File: config.mk
export PLATFORM = sky130hd
export DESIGN_NAME = integer_square_root_top
export DESIGN_NICKNAME = d
export VERILOG_FILES = /design/src/isqrt_pkg.sv /design/src/isqrt_dp.sv /design/src/isqrt_ctrl.sv /design/src/integer_square_root_top.sv
export SDC_FILE = /design/constraint.sdc
export NUM_CORES = 1
export LEC_CHECK = 0
export BUFFER_PORTS_ARGS = -buffer_cell sky130_fd_sc_hd__clkbuf_2
export CORE_ASPECT_RATIO = 0.75
export CORE_MARGIN = 10
export CORE_UTILIZATION = 52
export DETAILED_ROUTE_END_ITERATION = 10
export GPL_ROUTABILITY_DRIVEN = 0
export PLACE_DENSITY = 0.78
export SETUP_SLACK_MARGIN = 0.1
export SLEW_MARGIN = 15
export SYNTH_ARGS = -nofsm -noshare
export SYNTH_HDL_FRONTEND = slang
export SYNTH_SLANG_ARGS = --single-unit
File: constraint.sdc
create_clock -name clk -period 2.24 [get_ports clk]
set_input_delay 0.448 -clock clk [delete_from_list [all_inputs] [get_ports clk]]
set_output_delay 0.448 -clock clk [all_outputs]
set_load 0.02 [all_outputs]
File: src/isqrt_pkg.sv
// shared constants and types for the integer square root block
`timescale 1ns / 1ps
`default_nettype none
package isqrt_pkg;

	localparam int RADICAND_BITS_DEF = 32;
	localparam int ROOT_FIELD_BITS   = 16;

	// commands from the controller to the datapath
	typedef struct packed {
		logic load;
		logic step;
		logic emit;
	} isqrt_cmd_t;

endpackage
`default_nettype wire

File: src/isqrt_dp.sv
// datapath of the integer square root: restoring digit recurrence, one root bit per step
`timescale 1ns / 1ps
`default_nettype none
module isqrt_dp #(
	parameter int RADICAND_BITS = isqrt_pkg::RADICAND_BITS_DEF
) (
	input  wire logic                                  clk,
	input  wire isqrt_pkg::isqrt_cmd_t                 cmd,
	input  wire logic [RADICAND_BITS-1:0]              radicand,
	output logic      [isqrt_pkg::ROOT_FIELD_BITS-1:0] root
);
	import isqrt_pkg::*;

	localparam int RootBits = (RADICAND_BITS + 1) / 2;
	localparam int PadBits  = 2 * RootBits;
	localparam int ExtBits  = (RootBits > ROOT_FIELD_BITS) ? RootBits : ROOT_FIELD_BITS;

	logic [PadBits-1:0]    rad_q;
	logic [RootBits:0]     rem_q;
	logic [RootBits-1:0]   root_q;
	logic [ROOT_FIELD_BITS-1:0] root_out_q;

	logic [RootBits+1:0]   rem_shift;
	logic [RootBits+1:0]   trial;
	logic [RootBits+1:0]   diff;
	logic                  fits;
	logic [ExtBits-1:0]    root_ext;

	// bring down the next two radicand bits and try root*4+1
	assign rem_shift = {rem_q[RootBits-1:0], rad_q[PadBits-1 -: 2]};
	assign trial     = {root_q, 2'b01};
	assign fits      = (rem_shift >= trial);
	assign diff      = rem_shift - trial;
	assign root_ext  = ExtBits'(root_q);

	always_ff @(posedge clk) begin
		if (cmd.emit) begin
			root_out_q <= root_ext[ROOT_FIELD_BITS-1:0];
		end
		if (cmd.load) begin
			rad_q  <= PadBits'(radicand);
			rem_q  <= '0;
			root_q <= '0;
		end else if (cmd.step) begin
			rad_q  <= rad_q << 2;
			rem_q  <= fits ? diff[RootBits:0] : rem_shift[RootBits:0];
			// shift the new root bit in from the bottom
			root_q <= RootBits'({root_q, fits});
		end
	end

	assign root = root_out_q;

endmodule
`default_nettype wire

File: src/isqrt_ctrl.sv
// controller of the integer square root: sequencing, step count and result handshake
`timescale 1ns / 1ps
`default_nettype none
module isqrt_ctrl #(
	parameter int RADICAND_BITS = isqrt_pkg::RADICAND_BITS_DEF
) (
	input  wire logic                  clk,
	input  wire logic                  arst_n,
	input  wire logic                  in_valid,
	output logic                       in_ready,
	output logic                       out_valid,
	input  wire logic                  out_ready,
	output isqrt_pkg::isqrt_cmd_t      cmd
);
	import isqrt_pkg::*;

	localparam int RootBits = (RADICAND_BITS + 1) / 2;
	localparam int CntW     = (RootBits > 1) ? $clog2(RootBits) : 1;
	localparam logic [CntW-1:0] LastCnt = CntW'(RootBits - 1);

	typedef enum logic [1:0] {
		ST_IDLE,
		ST_RUN,
		ST_FINISH
	} state_t;

	state_t          state_q;
	logic [CntW-1:0] cnt_q;
	logic            out_valid_q;
	logic            can_emit;
	logic            accept;

	assign can_emit = !out_valid_q || out_ready;
	assign in_ready = (state_q == ST_IDLE) || ((state_q == ST_FINISH) && can_emit);
	assign accept   = in_valid && in_ready;

	assign cmd.load = accept;
	assign cmd.step = (state_q == ST_RUN);
	assign cmd.emit = (state_q == ST_FINISH) && can_emit;

	always_ff @(posedge clk or negedge arst_n) begin
		if (!arst_n) begin
			state_q     <= ST_IDLE;
			cnt_q       <= '0;
			out_valid_q <= 1'b0;
		end else begin
			if (cmd.emit) begin
				out_valid_q <= 1'b1;
			end else if (out_ready) begin
				out_valid_q <= 1'b0;
			end
			unique case (state_q)
				ST_IDLE: begin
					if (accept) begin
						state_q <= ST_RUN;
						cnt_q   <= LastCnt;
					end
				end
				ST_RUN: begin
					if (cnt_q == '0) begin
						state_q <= ST_FINISH;
					end else begin
						cnt_q <= cnt_q - CntW'(1);
					end
				end
				ST_FINISH: begin
					if (can_emit) begin
						if (accept) begin
							state_q <= ST_RUN;
							cnt_q   <= LastCnt;
						end else begin
							state_q <= ST_IDLE;
						end
					end
				end
				default: begin
					state_q <= ST_IDLE;
				end
			endcase
		end
	end

	assign out_valid = out_valid_q;

endmodule
`default_nettype wire

File: src/integer_square_root_top.sv
// top level of the integer square root block
//
//  channel  dir  handshake          payload
//  s_*      in   s_tvalid/s_tready  s_tdata : radicand (bits RADICAND_BITS-1:0)
//  m_*      out  m_tvalid/m_tready  m_tdata : root (bits 15:0)
//
// each request takes RADICAND_BITS/2 (rounded up) iterations of one shared
// compare-subtract unit, one root bit per cycle, followed by a load of the
// result register
// a new request is taken in the same cycle the previous result is loaded
// the result register holds while m_tready is low; the next request is then
// computed but waits before loading until the register is free
// reset is asynchronous, active low, and clears the controller only
`timescale 1ns / 1ps
`default_nettype none
module integer_square_root_top #(
	parameter int RADICAND_BITS = isqrt_pkg::RADICAND_BITS_DEF
) (
	input  wire logic                                  clk,
	input  wire logic                                  arst_n,
	input  wire logic                                  s_tvalid,
	output logic                                       s_tready,
	input  wire logic [((RADICAND_BITS+7)/8)*8-1:0]    s_tdata,  // radicand
	output logic                                       m_tvalid,
	input  wire logic                                  m_tready,
	output logic      [isqrt_pkg::ROOT_FIELD_BITS-1:0] m_tdata   // root
);
	import isqrt_pkg::*;

	isqrt_cmd_t cmd;

	// sequencing and the result handshake
	isqrt_ctrl #(
		.RADICAND_BITS(RADICAND_BITS)
	) u_ctrl (
		.clk      (clk),
		.arst_n   (arst_n),
		.in_valid (s_tvalid),
		.in_ready (s_tready),
		.out_valid(m_tvalid),
		.out_ready(m_tready),
		.cmd      (cmd)
	);

	// bits above the radicand width are ignored
	isqrt_dp #(
		.RADICAND_BITS(RADICAND_BITS)
	) u_dp (
		.clk     (clk),
		.cmd     (cmd),
		.radicand(s_tdata[RADICAND_BITS-1:0]),
		.root    (m_tdata)
	);

endmodule
`default_nettype wire

## Word level (Yosys, flattened, before mapping)

Index checks and enable logic that the tools add are counted.

- Reduce and logical (&&, ||, !) cells: 12
- Multiplexer cells: 14
- Equality and inequality tests: 6
- Add/sub/neg operators: 2
- $lt $le $gt $ge: 1

Operators with widths:

| kind | number |
|---|---|
| two-way mux 32 bit | 2 |
| greater-or-equal comparator 18 bit | 1 |
| two-way mux 16 bit | 1 |
| subtractor 16 bit | 1 |
| two-way mux 4 bit | 3 |
| one-hot mux 4 bit (3 select lines) | 1 |
| two-way mux 2 bit | 3 |
| inequality test 2 x 1 -> 1 bit (second input constant) | 3 |
| one-hot mux 2 bit (3 select lines) | 1 |
| AND reduction 3 bit | 2 |
| zero test 4 bit | 1 |
| nonzero test 2 bit | 2 |
| subtractor 4 x 1 -> 4 bit (second input constant) | 1 |
| two-way mux 1 bit | 3 |
| nonzero test 3 bit | 1 |
| == test 2 x 1 -> 1 bit (second input constant) | 1 |
| == test 2 bit (second input constant) | 1 |
| logical AND 1 bit | 2 |
| zero test 2 bit | 1 |
| logical OR 1 bit | 2 |
| inequality test 2 bit (second input constant) | 1 |
| zero test 1 bit | 1 |

- Logic and storage cells: 42
- Register bits: 87
- Output and inout bits: 18

## Longest topological paths before layout

- Depth after elaboration: 8
- Gate-level depth with buffers: 10
- Depth with buffers taken out: 8

## By module

From an unflattened synthesis, not the netlist that was laid out.

- Cells, all modules: 388
- Area total of the unflattened synthesis: 4,398.0 um2

By module, submodules not included:

| module | area each (um2) | instances | cells an instance |
|---|---|---|---|
| isqrt_dp | 4,026.4 | 1 | 352 |
| isqrt_ctrl | 371.6 | 1 | 36 |

## Least setup slack after synthesis

OpenSTA, ideal clock, no wires.

- Path kind: register -> register
- From: reg u_ctrl.out_valid_q, in the netlist u_ctrl.out_valid
- To: reg u_dp.rad_q[0] (enable)
- Path buffers: 1
- Slack: -0.492 ns
- Clock period less this slack: 2.732 ns
- Arrival time: 2.342 ns
- Stages on the path, launching flop included: 6
- Cell sequence: dfrtp_1 nor2b_1 a21oi_1 nand2_1 clkbuf_1 nand2_1

- Word-level cells in the longest chain between the ends: 6

Ends and longest elaborated chain:

| what | RTL line | text |
|---|---|---|
| from (decl) | isqrt_ctrl.sv:29 | `logic out_valid_q;` |
| from (signal assigned) | isqrt_ctrl.sv:45 | `out_valid_q <= 1'b0;` |
| from (signal assigned) | isqrt_ctrl.sv:48 | `out_valid_q <= 1'b1;` |
| from (signal assigned) | isqrt_ctrl.sv:50 | `out_valid_q <= 1'b0;` |
| zero test 1 bit | isqrt_ctrl.sv:33 | `assign can_emit = !out_valid_q \|\| out_ready;` |
| logical OR 1 bit | isqrt_ctrl.sv:33 |  |
| logical AND 1 bit | isqrt_ctrl.sv:34 | `assign in_ready = (state_q == ST_IDLE) \|\| ((state_q == ST_FINISH) && can_emit);` |
| logical OR 1 bit | isqrt_ctrl.sv:34 |  |
| via s_tready | integer_square_root_top.sv:22 | `output logic s_tready,` |
| logical AND 1 bit | isqrt_ctrl.sv:35 | `assign accept = in_valid && in_ready;` |
| nonzero test 2 bit (no source line) | n/a |  |
| to (signal assigned) | isqrt_dp.sv:41 | `rad_q <= PadBits'(radicand);` |
| to (signal assigned) | isqrt_dp.sv:45 | `rad_q <= rad_q << 2;` |
| to (decl) | isqrt_dp.sv:18 | `logic [PadBits-1:0] rad_q;` |

The timed path passes the listed nets, and every way through them passes these cells.
A chain may end at the register's enable or synchronous reset.

## Worst setup path in the final report

- From: reg u_dp.rem_q[10]
- To: reg u_dp.rem_q[1]

- Word-level cells in the longest chain between the ends: 2

Ends and longest elaborated chain:

| what | RTL line | text |
|---|---|---|
| from (decl) | isqrt_dp.sv:19 | `logic [RootBits:0] rem_q;` |
| from (signal assigned) | isqrt_dp.sv:46 | `rem_q <= fits ? diff[RootBits:0] : rem_shift[RootBits:0];` |
| greater-or-equal comparator 18 bit | isqrt_dp.sv:32 | `assign fits = (rem_shift >= trial);` |
| two-way mux 16 bit | isqrt_dp.sv:46 |  |

Every way passes these cells.

==> results summary <==
The detail route stage leaves a number of antenna-violating nets equal to 0. Wires add up to 10300 µm. The number of cell instances on the worst register-to-register path is 8.

Counting flops with an async set or reset pin after synthesis yields a share of 0.0805. After detailed routing, the number of remaining DRC violations is 0. The cell area after synthesis is 4220 µm². The number of vias per cell is 5.49.

The via count of the first global-routing pass is 3483. For this run, the total global-route usage over all layers was measured as 0.173. Power comes to 10300 µW.

The floorplan row count is 28. Data on the critical path is required at its endpoint by 2520 ps. The maximum operating frequency came out at 415 MHz.

The run finished, with violations left. The total leakage power came out at 0.00235 µW. The number of synthesized register bits is 87. The wire-length estimate of the detail-placed layout is 6820 µm. For this configuration, the core starts out at a cell density of 0.535. The startpoint class of the critical path is a register. For the pin with the worst max-slew slack, the measured transition is 431 ps.

The kind of critical path is register to register. Once routing completed, OpenROAD measured the worst setup slack at -167 ps. The number of nets in the layout is 597. CTS placed an instance of clkbuf_8 at the clock tree root. The synthesized design contains 48 enable-type register cells. The worst clock skew came out at 16.3 ps. The worst supply voltage drop on vdd is 0.772 mV. The hold path startpoint is s_tdata[6]. The tightest slew margin relative to the limit came out at 0.712. The hold-critical path depth came out at 3. The deepest clock path buffer count is 2. The number of warnings printed during yosys synthesis came out at 0. The cell count after synthesis came out at 445. Global routing finished with a remaining overflow of 0. The number of pins with negative max-slew slack in the final report came out at 0.

The initial antenna violation count is 0. For this run, the detailed router's first-pass iteration total came to 6. The first-pass GRT wire length came out at 17000 µm. STA classifies the critical path endpoint as a register. The number of clock buffers inserted by TritonCTS is 9. The smallest clock period supported by the final layout is computed as 2410 ps.

The number of nets in the synthesized netlist is 500. The setup violation total in the final timing report is 16. The clock latency on the worst-skew pair is 370 ps. The floorplan die area came out at 12200 µm². In the final routed layout, each cell accounts on average for 15.8 µm. The capturing point of the worst reg2reg path is u_dp.rem_q[1]. Setup repair after global routing could not meet its margin everywhere. The largest fanout on the critical path came out at 5. Summing all placed instances gives a cell area of 4930 µm².

The count of clock tree sinks is 87. The count of buffers inserted at the top-level ports came out at 53. The unique cell type count in the Yosys netlist is 51. The final sum of negative setup slack is -1710 ps. The mean post-synth cell area is 9.48 µm². The worst register-to-register path has a setup slack of -170 ps. The register clock-pin slew on the reported worst setup and hold paths is 100 ps. The data arrival time of the worst path is 2690 ps.

The min-delay analysis places its worst path in the category input pin to register. In this run the horizontal extent of the chip is 124 µm. The startpoint identified for the worst register-to-register timing path is u_dp.rem_q[10]. Relative to the synthesized area, the layout overhead comes to 28.5%. The sequential area share after synthesis is 0.535. The H-tree depth came out at 3.

The checks that failed: negative setup slack. For hold timing, the worst endpoint is u_dp.rad_q[6]. The final hold violation count came out at 0. The I/O pin total is 54. The fraction of layout instances using a drive strength above 1 came out at 0.313. The final cycle utilization of the critical path came out at 1.07. The pin count of the biggest net entering global routing came out at 38. The antenna diode count came out at 0. The total number of vias is 3577. The height of the die is 98.0 µm.

The final design area excluding fillers came out at 5420 µm². The iteration-0 DRC count of the detailed router is 311. The total power divided by cell area came out at 1910 nW/µm². The tool flagged a number of max-cap violations equal to 0. The core outline area is 7880 µm². The most instantiated flip-flop cell in the synthesis netlist is edfxtp_1. TritonCTS built the clock tree.
[repair_timing]
| action | 4_1_cts | 5_1_grt |
|---|---|---|
| buffers inserted | 9 | 1 |
| gates cloned | 1 | 0 |
| pin swaps | 10 | 5 |
| hold buffers | 1 | 0 |
| endpoints found under the hold margin | 7 | 0 |
| resized for setup | 43 | 5 |
| endpoints found under the setup margin | 17 | 17 |
[cells in the final DEF (no fill, tap or decap), drive strengths merged, types with 2 or more instances in the layout]
cell	count
nor2	18
o21ai	37
o41ai	3
nand4	3
nor2b	3
xor2	2
nand3	32
o2111ai	2
nand2b	4
buf	54
o2bb2ai	2
a21o	2
or2	2
o21a	7
and2	2
edfxtp	48
dfxtp	32
inv	26
or3	3
mux2i	7
o211ai	4
ha	19
dfrtp	7
xnor2	10
a211oi	3
nand2	112
clkbuf	62
and3	3
a21oi	13
nor3	3
a31oi	4
[cell usage after synthesis (all sizes together) (6+ instances only)]
cell type	count	area, µm²
ha	19	238
inv	22	82.6
edfxtp	48	1440
o21a	7	52.6
buf	6	36.3
nor2	18	67.6
mux2i	7	70.1
dfxtp	32	641
xnor2	10	87.6
a21oi	13	65.1
nand2	112	423
dfrtp	7	175
clkbuf	16	60.1
nand3	32	160
o21ai	37	185
[stage by stage]
step / hold slack, ps / util / setup slack [ps] / cells
final: 336 / 0.688 / -167 / 652
after global routing: 328 / 0.688 / -253 / 652
after CTS: 320 / 0.685 / -60.9 / 652
after detailed placement: 292 / 0.626 / -188 / 625
after global placement: 290 / 0.626 / -32.1 / 625
after floorplan: 152 / - / 36.1 / 445
[how the worst max path moves through the flow]
stage                     slack (ps)         startpoint  depth (start not counted)        endpoint
final                           -170     u_dp.rem_q[10]                          8   u_dp.rem_q[1]
after global routing            -250   u_dp.root_ext[9]                          9   u_dp.rem_q[1]
after CTS                        -60  u_dp.root_ext[10]                          9   u_dp.rem_q[7]
after detailed placement        -190  u_dp.root_ext[10]                          9   u_dp.rem_q[7]
after global placement           -30   u_dp.root_ext[8]                          9  u_dp.rem_q[12]
after floorplan                   40   u_dp.root_ext[7]                         10   u_dp.rem_q[2]
[state kept, by name, summed over array words and instances (netlist names)]
register,cells
u_ctrl.state_q,2
u_ctrl.out_valid,1
u_dp.root_ext,16
u_dp.root,16
u_dp.rem_q,16
u_ctrl.cnt_q,4
u_dp.rad_q,32
[cell type report]
class	count	area [µm²]
Fill cell	582	2460
Sequential cell	87	2270
Multi-Input combinational cell	314	2020
Timing Repair Buffer	108	712
Tap cell	105	131
Clock buffer	9	124
Clock inverter	7	86.3
Inverter	22	82.6
[power breakdown]
part	leakage [µW]	switching, µW	internal [µW]	total, µW
Sequential	0.000840	390	2530	2920
Combinational	0.00141	3180	3070	6260
Clock	0.000104	634	541	1180
Total	0.00235	4210	6140	10300
[cells by family (layout without fill, tap and decap cells)]
family | count (synthesis) | in the layout | synth area share
buffers and inverters | 44 | 146 | 0.0424
AO/OA/AOI/OAI | 87 | 87 | 0.130
flip-flops | 87 | 87 | 0.535
AND/OR/NAND/NOR | 189 | 189 | 0.195
multiplexers | 7 | 7 | 0.0166
XOR/XNOR | 12 | 12 | 0.0249
adder cells (fa/ha/maj) | 19 | 19 | 0.0563
[worst max-delay path, cell delays in order (launching register included)]
cell and delay [ps]:
dfxtp_1 380, ha_4 290, nand4_1 120, or3_4 350
or3_4 350, a31oi_4 310, buf_6 180, mux2i_1 210
o2bb2ai_1 140
[per-layer routing]
layer	up-vias	global-route usage	wire length [µm]
li1	1751	-	-
met1	1671	0.228	4740
met2	135	0.272	4820
met3	20	0.0339	608
met4	0	0.0680	157
met5	-	0	0
No activity file was read; power rests on OpenSTA's default activity.
